## src/hdl/msd_pkg.sv

```systemverilog
// ----------------------------------------------------------------------------
// msd_pkg
// Shared types, codes and the code pattern table of the Morse stream decoder.
// ----------------------------------------------------------------------------
package msd_pkg;

  // queue between front and back
  localparam int unsigned QUEUE_DEPTH = 4;
  localparam int unsigned QPTR_W      = $clog2(QUEUE_DEPTH);
  localparam int unsigned QCNT_W      = $clog2(QUEUE_DEPTH + 1);

  // field widths
  localparam int unsigned SYM_W  = 2;
  localparam int unsigned CHAR_W = 7;
  localparam int unsigned PAT_W  = 5;
  localparam int unsigned LEN_W  = 3;
  localparam int unsigned RUN_W  = 3;
  localparam int unsigned GAP_W  = 3;

  typedef logic [CHAR_W-1:0] char_t;
  typedef logic [SYM_W-1:0]  sym_t;
  typedef logic [GAP_W-1:0]  gap_t;

  // input symbol codes
  localparam sym_t SYM_DOT   = 2'd0;
  localparam sym_t SYM_DASH  = 2'd1;
  localparam sym_t SYM_SLASH = 2'd2;
  localparam sym_t SYM_EOM   = 2'd3;

  // configuration register indexes
  localparam int unsigned CFG_IDX_W = 2;
  typedef logic [CFG_IDX_W-1:0] cfg_idx_t;
  localparam cfg_idx_t CFG_WORD_GAP = 2'd0;
  localparam cfg_idx_t CFG_SENT_GAP = 2'd1;

  localparam gap_t WORD_GAP_RST = 3'd3;
  localparam gap_t SENT_GAP_RST = 3'd5;

  // pattern length marks
  localparam logic [LEN_W-1:0] PAT_MAX      = 3'd5;
  localparam logic [LEN_W-1:0] PAT_OVERLONG = 3'd6;
  localparam logic [RUN_W-1:0] RUN_MAX      = 3'd7;

  // ascii characters
  localparam char_t CHR_NONE    = 7'h00;
  localparam char_t CHR_SPACE   = 7'h20;
  localparam char_t CHR_PERIOD  = 7'h2e;
  localparam char_t CHR_NEWLINE = 7'h0a;

  // one queued job: up to two characters caused by one symbol
  typedef struct packed {
    logic  c0_vld;
    char_t c0;
    logic  c1_vld;
    char_t c1;
  } job_t;

  // pattern to character, first element in the msb of the used bits, dash = 1
  function automatic char_t morse_lookup(input logic [LEN_W-1:0] len,
                                         input logic [PAT_W-1:0] bits);
    char_t c;
    c = CHR_NONE;
    case (len)
      3'd1: begin
        case (bits)
          5'b00000: c = 7'("E");
          5'b00001: c = 7'("T");
          default:  c = CHR_NONE;
        endcase
      end
      3'd2: begin
        case (bits)
          5'b00000: c = 7'("I");
          5'b00001: c = 7'("A");
          5'b00010: c = 7'("N");
          5'b00011: c = 7'("M");
          default:  c = CHR_NONE;
        endcase
      end
      3'd3: begin
        case (bits)
          5'b00000: c = 7'("S");
          5'b00001: c = 7'("U");
          5'b00010: c = 7'("R");
          5'b00011: c = 7'("W");
          5'b00100: c = 7'("D");
          5'b00101: c = 7'("K");
          5'b00110: c = 7'("G");
          5'b00111: c = 7'("O");
          default:  c = CHR_NONE;
        endcase
      end
      3'd4: begin
        case (bits)
          5'b00000: c = 7'("H");
          5'b00001: c = 7'("V");
          5'b00010: c = 7'("F");
          5'b00100: c = 7'("L");
          5'b00110: c = 7'("P");
          5'b00111: c = 7'("J");
          5'b01000: c = 7'("B");
          5'b01001: c = 7'("X");
          5'b01010: c = 7'("C");
          5'b01011: c = 7'("Y");
          5'b01100: c = 7'("Z");
          5'b01101: c = 7'("Q");
          default:  c = CHR_NONE;
        endcase
      end
      3'd5: begin
        case (bits)
          5'b11111: c = 7'("0");
          5'b01111: c = 7'("1");
          5'b00111: c = 7'("2");
          5'b00011: c = 7'("3");
          5'b00001: c = 7'("4");
          5'b00000: c = 7'("5");
          5'b10000: c = 7'("6");
          5'b11000: c = 7'("7");
          5'b11100: c = 7'("8");
          5'b11110: c = 7'("9");
          default:  c = CHR_NONE;
        endcase
      end
      default: c = CHR_NONE;
    endcase
    return c;
  endfunction

endpackage

```

## src/hdl/msd_intf.sv

```systemverilog
// ----------------------------------------------------------------------------
// msd interfaces
// Valid/ready channels for symbols, decoded characters and register writes.
// ----------------------------------------------------------------------------
interface msd_sym_if;
  import msd_pkg::*;
  logic valid;
  logic ready;
  sym_t symbol;
  modport source (output valid, output symbol, input ready);
  modport sink (input valid, input symbol, output ready);
endinterface

interface msd_chr_if;
  import msd_pkg::*;
  logic  valid;
  logic  ready;
  char_t character;
  logic  last;
  modport source (output valid, output character, output last, input ready);
  modport sink (input valid, input character, input last, output ready);
endinterface

interface msd_cfg_if;
  import msd_pkg::*;
  logic     valid;
  logic     ready;
  cfg_idx_t index;
  gap_t     data;
  modport source (output valid, output index, output data, input ready);
  modport sink (input valid, input index, input data, output ready);
endinterface

```

## src/hdl/msd_front.sv

```systemverilog
// ----------------------------------------------------------------------------
// msd_front
// Takes symbols, keeps the pattern and slash run state and the gap registers,
// and turns each symbol into a job of up to two characters for the queue.
// ----------------------------------------------------------------------------
module msd_front (
  input  logic            clk_i,
  input  logic            rst_ni,
  msd_sym_if.sink         sym_i,
  msd_cfg_if.sink         cfg_i,
  output logic            push_o,
  output msd_pkg::job_t   job_o,
  input  logic            push_ready_i
);
  import msd_pkg::*;

  logic [PAT_W-1:0] bits_q, bits_d;
  logic [LEN_W-1:0] len_q, len_d;
  logic [RUN_W-1:0] run_q, run_d;
  gap_t             word_gap_q, sent_gap_q;
  logic             accept;
  char_t            sep_chr, pat_chr;
  job_t             job;

  // gap registers, always writable
  assign cfg_i.ready = 1'b1;

  always_ff @(posedge clk_i or negedge rst_ni) begin
    if (!rst_ni) begin
      word_gap_q <= WORD_GAP_RST;
      sent_gap_q <= SENT_GAP_RST;
    end else if (cfg_i.valid) begin
      if (cfg_i.index == CFG_WORD_GAP) word_gap_q <= cfg_i.data;
      if (cfg_i.index == CFG_SENT_GAP) sent_gap_q <= cfg_i.data;
    end
  end

  // a symbol goes in when the queue has room
  assign sym_i.ready = push_ready_i;
  assign accept      = sym_i.valid && push_ready_i;

  // separator for the open slash run, space wins over period
  always_comb begin
    if (run_q == word_gap_q)      sep_chr = CHR_SPACE;
    else if (run_q == sent_gap_q) sep_chr = CHR_PERIOD;
    else                          sep_chr = CHR_NONE;
  end

  assign pat_chr = morse_lookup(len_q, bits_q);

  // classify the symbol and work out the next state
  always_comb begin
    bits_d = bits_q;
    len_d  = len_q;
    run_d  = run_q;
    job    = '0;
    case (sym_i.symbol)
      SYM_DOT, SYM_DASH: begin
        if (run_q != '0) begin
          job.c0     = sep_chr;
          job.c0_vld = (sep_chr != CHR_NONE);
          run_d      = '0;
        end
        if (len_q < PAT_MAX) begin
          bits_d = {bits_q[PAT_W-2:0], sym_i.symbol[0]};
          len_d  = len_q + 3'd1;
        end else begin
          len_d = PAT_OVERLONG;
        end
      end
      SYM_SLASH: begin
        if (run_q == '0) begin
          job.c0     = pat_chr;
          job.c0_vld = (pat_chr != CHR_NONE);
          bits_d     = '0;
          len_d      = '0;
        end
        if (run_q < RUN_MAX) run_d = run_q + 3'd1;
      end
      default: begin
        job.c0     = (run_q != '0) ? sep_chr : pat_chr;
        job.c0_vld = (job.c0 != CHR_NONE);
        job.c1     = CHR_NEWLINE;
        job.c1_vld = 1'b1;
        bits_d     = '0;
        len_d      = '0;
        run_d      = '0;
      end
    endcase
  end

  always_ff @(posedge clk_i or negedge rst_ni) begin
    if (!rst_ni) begin
      bits_q <= '0;
      len_q  <= '0;
      run_q  <= '0;
    end else if (accept) begin
      bits_q <= bits_d;
      len_q  <= len_d;
      run_q  <= run_d;
    end
  end

  // only jobs that carry a character enter the queue
  assign push_o = accept && (job.c0_vld || job.c1_vld);
  assign job_o  = job;

endmodule

```

## src/hdl/msd_queue.sv

```systemverilog
// ----------------------------------------------------------------------------
// msd_queue
// Small job queue that lets the front and the back stall on their own.
// ----------------------------------------------------------------------------
module msd_queue (
  input  logic            clk_i,
  input  logic            rst_ni,
  input  logic            push_i,
  input  msd_pkg::job_t   job_i,
  output logic            push_ready_o,
  output logic            head_valid_o,
  output msd_pkg::job_t   head_o,
  input  logic            pop_i
);
  import msd_pkg::*;

  job_t              mem_q [QUEUE_DEPTH];
  logic [QPTR_W-1:0] wr_ptr_q, rd_ptr_q;
  logic [QCNT_W-1:0] count_q;

  assign push_ready_o = (count_q != QCNT_W'(QUEUE_DEPTH));
  assign head_valid_o = (count_q != '0);
  assign head_o       = mem_q[rd_ptr_q];

  // storage
  always_ff @(posedge clk_i) begin
    if (push_i) mem_q[wr_ptr_q] <= job_i;
  end

  // pointers and fill count
  always_ff @(posedge clk_i or negedge rst_ni) begin
    if (!rst_ni) begin
      wr_ptr_q <= '0;
      rd_ptr_q <= '0;
      count_q  <= '0;
    end else begin
      if (push_i) wr_ptr_q <= wr_ptr_q + 1'b1;
      if (pop_i)  rd_ptr_q <= rd_ptr_q + 1'b1;
      if (push_i && !pop_i)      count_q <= count_q + 1'b1;
      else if (pop_i && !push_i) count_q <= count_q - 1'b1;
    end
  end

`ifndef SYNTHESIS
  a_count_bound: assert property (@(posedge clk_i) disable iff (!rst_ni)
    count_q <= QCNT_W'(QUEUE_DEPTH))
    else $error("queue fill count above depth");

  a_no_empty_pop: assert property (@(posedge clk_i) disable iff (!rst_ni)
    pop_i |-> count_q != '0)
    else $error("pop from empty queue");

  a_push_grows: assert property (@(posedge clk_i) disable iff (!rst_ni)
    push_i && !pop_i |=> count_q == $past(count_q) + 1'b1)
    else $error("push did not grow the queue");
`endif

endmodule

```

## src/hdl/msd_back.sv

```systemverilog
// ----------------------------------------------------------------------------
// msd_back
// Drains jobs from the queue one character at a time into the output register
// and marks the final character of each job as last.
// ----------------------------------------------------------------------------
module msd_back (
  input  logic            clk_i,
  input  logic            rst_ni,
  input  logic            head_valid_i,
  input  msd_pkg::job_t   head_i,
  output logic            pop_o,
  msd_chr_if.source       chr_o
);
  import msd_pkg::*;

  logic  valid_q;
  char_t char_q, char_d;
  logic  last_q, last_d;
  logic  second_q, second_d;
  logic  load;

  // output register takes a new word when empty or being drained
  assign load = head_valid_i && (!valid_q || chr_o.ready);

  // pick the character of the head job
  always_comb begin
    second_d = second_q;
    pop_o    = 1'b0;
    if (!second_q && head_i.c0_vld) begin
      char_d = head_i.c0;
      last_d = !head_i.c1_vld;
      if (load) begin
        if (head_i.c1_vld) second_d = 1'b1;
        else               pop_o    = load;
      end
    end else begin
      char_d = head_i.c1;
      last_d = 1'b1;
      if (load) begin
        second_d = 1'b0;
        pop_o    = 1'b1;
      end
    end
  end

  always_ff @(posedge clk_i or negedge rst_ni) begin
    if (!rst_ni) begin
      valid_q  <= 1'b0;
      second_q <= 1'b0;
    end else begin
      second_q <= second_d;
      if (load)             valid_q <= 1'b1;
      else if (chr_o.ready) valid_q <= 1'b0;
    end
  end

  always_ff @(posedge clk_i) begin
    if (load) begin
      char_q <= char_d;
      last_q <= last_d;
    end
  end

  assign chr_o.valid     = valid_q;
  assign chr_o.character = char_q;
  assign chr_o.last      = last_q;

`ifndef SYNTHESIS
  a_second_has_job: assert property (@(posedge clk_i) disable iff (!rst_ni)
    second_q |-> head_valid_i && head_i.c0_vld && head_i.c1_vld)
    else $error("second character pending without a two-character job");

  a_pop_is_last: assert property (@(posedge clk_i) disable iff (!rst_ni)
    pop_o |=> valid_q && last_q)
    else $error("job popped before its last character was loaded");

  a_word_held: assert property (@(posedge clk_i) disable iff (!rst_ni)
    chr_o.valid && !chr_o.ready |=>
      chr_o.valid && $stable(chr_o.character) && $stable(chr_o.last))
    else $error("output word changed while stalled");
`endif

endmodule

```

## src/hdl/morse_stream_decoder.sv

```systemverilog
// ----------------------------------------------------------------------------
// morse_stream_decoder
// Decodes a stream of Morse symbols into ASCII letters, digits and separators.
// ----------------------------------------------------------------------------
// One symbol is taken per clock cycle while the queue has room (dot, dash,
// slash, end of message). The front updates the pattern and slash run state
// in the cycle of acceptance and places the characters that symbol causes
// into a four-job queue; the back sends them out from a registered output,
// one word per cycle while the receiver is ready. A symbol causes at most
// two words, and only end of message causes two, so the output port is what
// limits the sustained rate: one word per cycle, end of message needing two
// words. The gap registers (index 0 word gap, index 1 sentence gap) must be
// written by the user only while idle; the block itself does not enforce it.
// ----------------------------------------------------------------------------
module morse_stream_decoder (
  input  logic      clk_i,
  input  logic      rst_ni,
  msd_sym_if.sink   sym_i,
  msd_cfg_if.sink   cfg_i,
  msd_chr_if.source chr_o
);
  import msd_pkg::*;

  logic push, push_ready, head_valid, pop;
  job_t job, head;

  // symbol classification and state
  msd_front u_front (
    .clk_i        (clk_i),
    .rst_ni       (rst_ni),
    .sym_i        (sym_i),
    .cfg_i        (cfg_i),
    .push_o       (push),
    .job_o        (job),
    .push_ready_i (push_ready)
  );

  // job queue
  msd_queue u_queue (
    .clk_i        (clk_i),
    .rst_ni       (rst_ni),
    .push_i       (push),
    .job_i        (job),
    .push_ready_o (push_ready),
    .head_valid_o (head_valid),
    .head_o       (head),
    .pop_i        (pop)
  );

  // character output
  msd_back u_back (
    .clk_i        (clk_i),
    .rst_ni       (rst_ni),
    .head_valid_i (head_valid),
    .head_i       (head),
    .pop_o        (pop),
    .chr_o        (chr_o)
  );

endmodule
```

## src/flat_wrapper.sv

```systemverilog
// flat-port wrapper written by rule: the top's interface ports become plain ports
module morse_stream_decoder_flat import msd_pkg::*;
  (clk_i, rst_ni, sym_i_valid, sym_i_symbol, sym_i_ready, cfg_i_valid, cfg_i_index, cfg_i_data, cfg_i_ready, chr_o_valid, chr_o_character, chr_o_last, chr_o_ready);
  msd_sym_if sym_i_i ();
  msd_cfg_if cfg_i_i ();
  msd_chr_if chr_o_i ();
  input  logic clk_i;
  input  logic rst_ni;
  input wire logic [$bits(sym_i_i.valid)-1:0] sym_i_valid;
  input wire logic [$bits(sym_i_i.symbol)-1:0] sym_i_symbol;
  output wire logic [$bits(sym_i_i.ready)-1:0] sym_i_ready;
  input wire logic [$bits(cfg_i_i.valid)-1:0] cfg_i_valid;
  input wire logic [$bits(cfg_i_i.index)-1:0] cfg_i_index;
  input wire logic [$bits(cfg_i_i.data)-1:0] cfg_i_data;
  output wire logic [$bits(cfg_i_i.ready)-1:0] cfg_i_ready;
  output wire logic [$bits(chr_o_i.valid)-1:0] chr_o_valid;
  output wire logic [$bits(chr_o_i.character)-1:0] chr_o_character;
  output wire logic [$bits(chr_o_i.last)-1:0] chr_o_last;
  input wire logic [$bits(chr_o_i.ready)-1:0] chr_o_ready;
  assign sym_i_i.valid = sym_i_valid;
  assign sym_i_i.symbol = sym_i_symbol;
  assign sym_i_ready = sym_i_i.ready;
  assign cfg_i_i.valid = cfg_i_valid;
  assign cfg_i_i.index = cfg_i_index;
  assign cfg_i_i.data = cfg_i_data;
  assign cfg_i_ready = cfg_i_i.ready;
  assign chr_o_valid = chr_o_i.valid;
  assign chr_o_character = chr_o_i.character;
  assign chr_o_last = chr_o_i.last;
  assign chr_o_i.ready = chr_o_ready;
  morse_stream_decoder u_core (.clk_i(clk_i), .rst_ni(rst_ni), .sym_i(sym_i_i), .cfg_i(cfg_i_i), .chr_o(chr_o_i));
endmodule
```

## config.mk

```make
export PLATFORM = sky130hd
export DESIGN_NAME = morse_stream_decoder_flat
export DESIGN_NICKNAME = d
export VERILOG_FILES = /design/src/hdl/msd_pkg.sv /design/src/hdl/msd_intf.sv /design/src/hdl/msd_front.sv /design/src/hdl/msd_queue.sv /design/src/hdl/msd_back.sv /design/src/hdl/morse_stream_decoder.sv /design/src/flat_wrapper.sv
export SDC_FILE = /design/constraint.sdc
export NUM_CORES = 1
export LEC_CHECK = 0
export ABC_AREA = 0
export BUFFER_PORTS_ARGS = -buffer_cell sky130_fd_sc_hd__buf_4
export CAP_MARGIN = 20
export CELL_PAD_IN_SITES_DETAIL_PLACEMENT = 1
export CELL_PAD_IN_SITES_GLOBAL_PLACEMENT = 1
export CORE_UTILIZATION = 45
export DETAILED_ROUTE_END_ITERATION = 6
export PLACE_DENSITY_LB_ADDON = 0.1
export SYNTH_ARGS = -nofsm -noshare
export SYNTH_HDL_FRONTEND = slang
export SYNTH_SLANG_ARGS = --single-unit
```

## constraint.sdc

```tcl
create_clock -name clk_i -period 11.1 [get_ports clk_i]
set_input_delay 0.555 -clock clk_i [delete_from_list [all_inputs] [get_ports clk_i]]
set_output_delay 0.555 -clock clk_i [all_outputs]
set_load 0.03 [all_outputs]
```

Yosys cells after proc, flatten, opt, wreduce, memory -nomap -nowiden. Memories as Yosys holds them, arrays and structs flattened. Cells that the tools add are included. Widths: inputs -> output; s select.

Add/sub/neg operators: 6. Multipliers: 0. Divide/modulo/power cells: 0. Magnitude comparators: 2. Eq/ne operators: 19. Shift operators: 0. Multiplexer cells: 36. Bitwise gates (word level): 0. Reductions and logical operators: 33.

Operators by type and width (count): $pmux 7 s5 (1); $mux 7 (4); $pmux 7 s4 (1); $mux 8 (3); $reduce_bool 7->1 (3); $mux 3 (6); $pmux 8 s2 (1); $pmux 7 s2 (1); $mux 1 (12); $mux 6 (2); $pmux 3 s2 (2); $eq 5x2->1 const B (2); $mux 5 (2); $ne 2x2->1 const B (5); $pmux 5 s2 (1); $add 3x1->3 const B (3); $reduce_and 2->1 (4); $eq 3x2->1 const B (2); $eq 3x3->1 (2); $eq 3x3->1 const B (2); $logic_and 1x1->1 (6); $logic_not 2->1 (3); $lt 3x3->1 const B (2); $reduce_and 3->1 (2); 15 further kinds (24).

Bits in registers: 34. Latch bits: 0. Bits in writable memories: 64. Memory bits (read-only): 328. Bits of input ports: 12. Logic and storage cells: 112. Memories: 4.

Memories: (no name shown) (depth 32, width 6, rd ports 1, clocked after memory_dff 0, wr ports 0, line msd_pkg.sv:111) `case (bits)`; (no name shown) (depth 16, width 6, rd ports 1, clocked after memory_dff 0, wr ports 0, line msd_pkg.sv:94) `case (bits)`; u_core.u_queue.mem_q (depth 4, width 16, rd ports 1, clocked after memory_dff 0, wr ports 1, line msd_queue.sv:17) `job_t mem_q [QUEUE_DEPTH];`; (no name shown) (depth 8, width 5, rd ports 1, clocked after memory_dff 0, wr ports 0, line msd_pkg.sv:81) `case (bits)`.

Longest topological paths before layout.
Word-level depth: 12. Depth in mapped cells: 17.

Hierarchy. From an unflattened synthesis, not the netlist that was laid out.

Cell total of the unflattened synthesis: 352. Area, all modules: 4938.5 µm².

Modules (own cells, without submodules): msd_queue (times used 1, cells each 119, area an instance 2745.1 µm², seq. area each 2097.0 µm²); msd_front (times used 1, cells each 206, area an instance 1735.4 µm², seq. area each 430.4 µm²); msd_back (times used 1, cells each 27, area an instance 457.9 µm², seq. area each 290.3 µm²).

Worst setup path before layout. OpenSTA, ideal clock, no wires.

Path type: flip-flop to flip-flop. Start point: register u_core.u_front.bits_q[1]. End point: register u_core.u_queue.count_q[2]. Library setup time: 0.079 ns. Arrival time: 3.413 ns. Required time: 11.021 ns. Path slack: 7.608 ns. Stages on the path, launching flop included: 17. Path buffers: 1. Cell sequence: dfrtp_1 > inv_1 > ha_1 > mux2_1 > mux2_2 > o311ai_1 > nor4b_1 > and4_4 > buf_6 > o31a_4 > nor2_1 > ha_1 > inv_1 > fa_1 > xor2_1 > nor2_1 > xor2_1.

Cells in the longest elaborated chain, start to end: 11.

Ends and longest elaborated chain: start: declaration (line msd_front.sv:17) `logic [PAT_W-1:0] bits_q, bits_d;`; start signal: assignment (line msd_front.sv:98) `bits_q <= bits_d;`; $mem_v2 16x6, or another cell as far along; $mux 7, or another cell as far along (line msd_pkg.sv:94); $pmux 7 s5 (*) (line msd_pkg.sv:63) `case (len)`; $mux 7 or $reduce_bool 7->1 (tied branches) (line msd_front.sv:81, msd_front.sv:74); $reduce_bool 7->1 or $mux 8 (tied branches) (line msd_front.sv:82, msd_front.sv:72); $pmux 8 s2 (*) (line msd_front.sv:57) `case (sym_i.symbol)`; $logic_or 1x1->1 (*) (line msd_front.sv:105) `assign push_o = accept && (job.c0_vld || job.c1_vld);`; $logic_and 1x1->1 (*) (line msd_front.sv:105); net u_core.push (line morse_stream_decoder.sv:24) `logic push, push_ready, head_valid, pop;`; $logic_not 1->1 (line msd_queue.sv:40) `else if (pop_i && !push_i) count_q <= count_q - 1'b1;`; $logic_and 1x1->1 (line msd_queue.sv:40); $reduce_bool 2->1 (no source line); end signal: assignment (line msd_queue.sv:39) `if (push_i && !pop_i) count_q <= count_q + 1'b1;`; end signal: assignment (line msd_queue.sv:40); end: declaration (line msd_queue.sv:19) `logic [QCNT_W-1:0] count_q;`.

Mark *: on every way through the listed nets, which the timed path passes. The rest lies on a longest branch. A chain may end at the register's enable or synchronous reset.

Worst setup path after layout. Ends and elaborated chain as after synthesis.

==> metrics.txt <==
Wirelength per Cell 18.7 µm; Sequential Power Share 38.0%; DRC Markers 0; CP delay by family, top adder cells; critical setup path kind register to register; vias in the first global route 2728; P_leak around 1.7 nW; Avg Inst Size Synth around 12 µm²; Cells after Synth roughly 330; Post-synth top flop edfxtp_1; Worst Reg2Reg Path Length in Cells 15; Buffers on Ports 21; Arr. time, crit path slightly above 4 ns; share of cells above drive strength 1 around 20%; vias per cell between 5 and 6; Final Non-Filler Cells ~460; Die X between 90 and 100 µm; sequential area share after synthesis 50.5%; Die ar. 0.00908 mm²; Fin Setup TNS 0 ns; Int Power roughly 0.71 mW; largest net degree at the start of global routing 27; CP cell instances inv_1 -> ha_1 -> mux2_1 -> mux2_2 -> o311ai_1 -> nor4b_1 -> and4_4 -> o31a_4 -> nor2_1 -> ha_1 -> inv_1 -> fa_1 -> xor2_1 -> nor2_1 -> xor2_1; stages on the worst setup path 15; cts repair resizes 0; Max Slew Vio Count 0; initial DRC count just under 100; Hold Path Class primary input to asynchronous set/reset pin; Post-CTS Setup Bufs 0; Reg2Reg Setup Slack a little over 7 ns; Final Hold Vio Count 0; Switch Pwr about 0.5 mW; clock sink count 70; Setup crit start kind register; maximum vdd drop 0.000129 V; Ant. Diodes 0; power per cell area around 280 mW/mm²; CTS Buf Count 9; commonest non-fill, non-tap cells in the layout edfxtp_1 (44), nor2_1 (22), dfrtp_1 (22); # IOs 23; clk_lat worst skew approximately 0.34 ns; Mapped Area a little under 0.004 mm²; Final min period 3.84 ns; CP max FO 11; Clk pwr share between 10% and 20%; Critical path buffers and inverters 2; Final period util about a third; most common cell after layout, fill and taps aside edfxtp_1; Placement Setup Slack slightly above 7 ns; post-detailed-routing wire length 8590 µm; DIE HEIGHT between 90 and 100 µm; max cap viols 0; Filler cells ~880; DP Wirelength slightly above 6000 µm; Critical Path RT around 11 ns; final setup fails 0; first-pass GRT wire length approximately 14000 µm; aggregate global routing overflow 0; ys async rst share a little under two fifths; total track usage 20.2%; cts hold-fix bufs 0; initial antenna violation count 0; CTS Root Cell clkbuf_8; 1st-pass router iterations 4; synthesized flop and latch total 70; CP max stage delay 0.56 ns; status finished clean; GPL Wtd Cong about 0.9; Syn Nets roughly 360; combinational power share 45.5%; clock-pin slew on the worst setup and hold paths 0.08 ns; Placed Cells 443; fmax roughly 260 MHz; Rows 33; EDFF count, synth 44; number of routed nets with antenna violations 0; CTS tree built; Worst setup EP type register; core area 0.00834 mm²; fin worst setup slack between 7 and 8 ns; initial core utilization 47.0%; Vias 2660; Ys Warns 0; Final nets roughly 380; CTS Buffer Depth 2; switch share between 40% and 50%; Slew HR 38.1%; clock skew ~0.013 ns; RSZ-0062 raised after global routing no; P&R area growth vs syn 10.3%; Crit-path slowest cell dfrtp_1; Power Total approximately 1.2 mW; Worst-Margin Slew ~0.93 ns; H-tree depth 3; Synth cell types 64
-- per-layer routing --
metal | GRT usage, % | wire (µm) | vias to the layer above
met5 | 0 | 0 | -
met4 | 7.07 | 127 | 0
met3 | 4.94 | 259 | 10
met2 | 33.4 | 4220 | 46
met1 | 25.7 | 3980 | 1331
li1 | - | - | 1273
-- area by class of cell --
cell class	instances	area [µm²]	share of cell area (%)
flip-flops and latches	70	1980	45.8
multi-input cells	226	1780	41.3
repair buffers	21	158	3.65
clock buffers	11	153	3.53
well taps	105	131	3.04
inverters	21	78.8	1.82
clock inverters	5	38.8	0.898
-- cell families after synthesis --
family | Yosys count | synth area share [%]
simple gates | 98 | 13.8
buf+inv | 35 | 3.99
fa+ha+maj | 21 | 6.90
mux | 22 | 8.82
other cells | 1 | 0.0957
compound gates | 73 | 13.5
flops | 70 | 50.5
xor+xnor | 11 | 2.46
-- cell usage after synthesis (all sizes together) (3+ instances only) --
master	count	area [µm²]
o221ai	3	26.3
a22o	5	43.8
nor3b	8	80.1
xnor2	4	35.0
nand3	9	45.0
inv	21	78.8
nor2b	3	18.8
a221oi	3	26.3
o21ai	19	95.1
nand2b	4	25.0
a21o	3	22.5
xor2	7	61.3
and2	6	37.5
edfxtp	44	1320
dfrtp	22	551
nand2	20	75.1
and3	6	37.5
buf	6	47.5
mux2i	3	30.0
nor4	4	25.0
clkbuf	8	30.0
o21bai	3	22.5
dfstp	4	105
mux2	10	113
ha	20	250
mux4	9	203
nor2	22	82.6
a21oi	11	55.1
o221a	3	33.8
nor3	7	35.0
-- worst paths after layout --
| path | from | end |
|---|---|---|
| worst max-delay path | u_core.u_front.bits_q[1] | u_core.u_queue.count_q[2] |
| worst min-delay path | rst_ni | u_core.u_back.chr_o.valid |
| worst max register to register | u_core.u_front.bits_q[1] | u_core.u_queue.count_q[2] |
| worst min register to register | u_core.u_queue.count_q[2] | u_core.u_queue.count_q[2] |
| max in group asynchronous | rst_ni | u_core.u_front.sent_gap_q[2] |
| min in group clk_i | chr_o_ready | u_core.u_back.chr_o.valid |
-- flip-flops by register name (all words and copies together), names as in the netlist --
signal	count
u_core.u_front.word_gap_q	3
u_core.u_back.second_q	1
u_core.u_front.len_q	3
u_core.u_queue.count_q	3
u_core.u_queue.rd_ptr_q	2
u_core.u_back.chr_o.valid	1
u_core.u_back.chr_o.character	7
u_core.u_queue.mem_q	36
u_core.u_front.bits_q	5
u_core.u_front.sent_gap_q	3
u_core.u_back.chr_o.last	1
u_core.u_queue.wr_ptr_q	2
u_core.u_front.run_q	3
-- through the flow --
step	util [%]	hold WS (ns)	cell area, µm²
floorplan	-	0.259	3920
global placement	49.5	0.494	4130
detailed placement	49.5	0.490	4130
CTS	51.8	0.107	4320
global route	51.8	0.131	4320
finish	51.8	0.109	4320
-- power groups by stage --
stage | logic (mW) | clock network, mW | registers [mW]
after CTS | 0.550 | 0.204 | 0.460
final | 0.548 | 0.199 | 0.458
after global placement | 0.531 | 0 | 0.463
after floorplan | 0.424 | 0 | 0.447
after global routing | 0.607 | 0.215 | 0.473
after detailed placement | 0.549 | 0 | 0.466
Power figures use the tool's default switching activity.
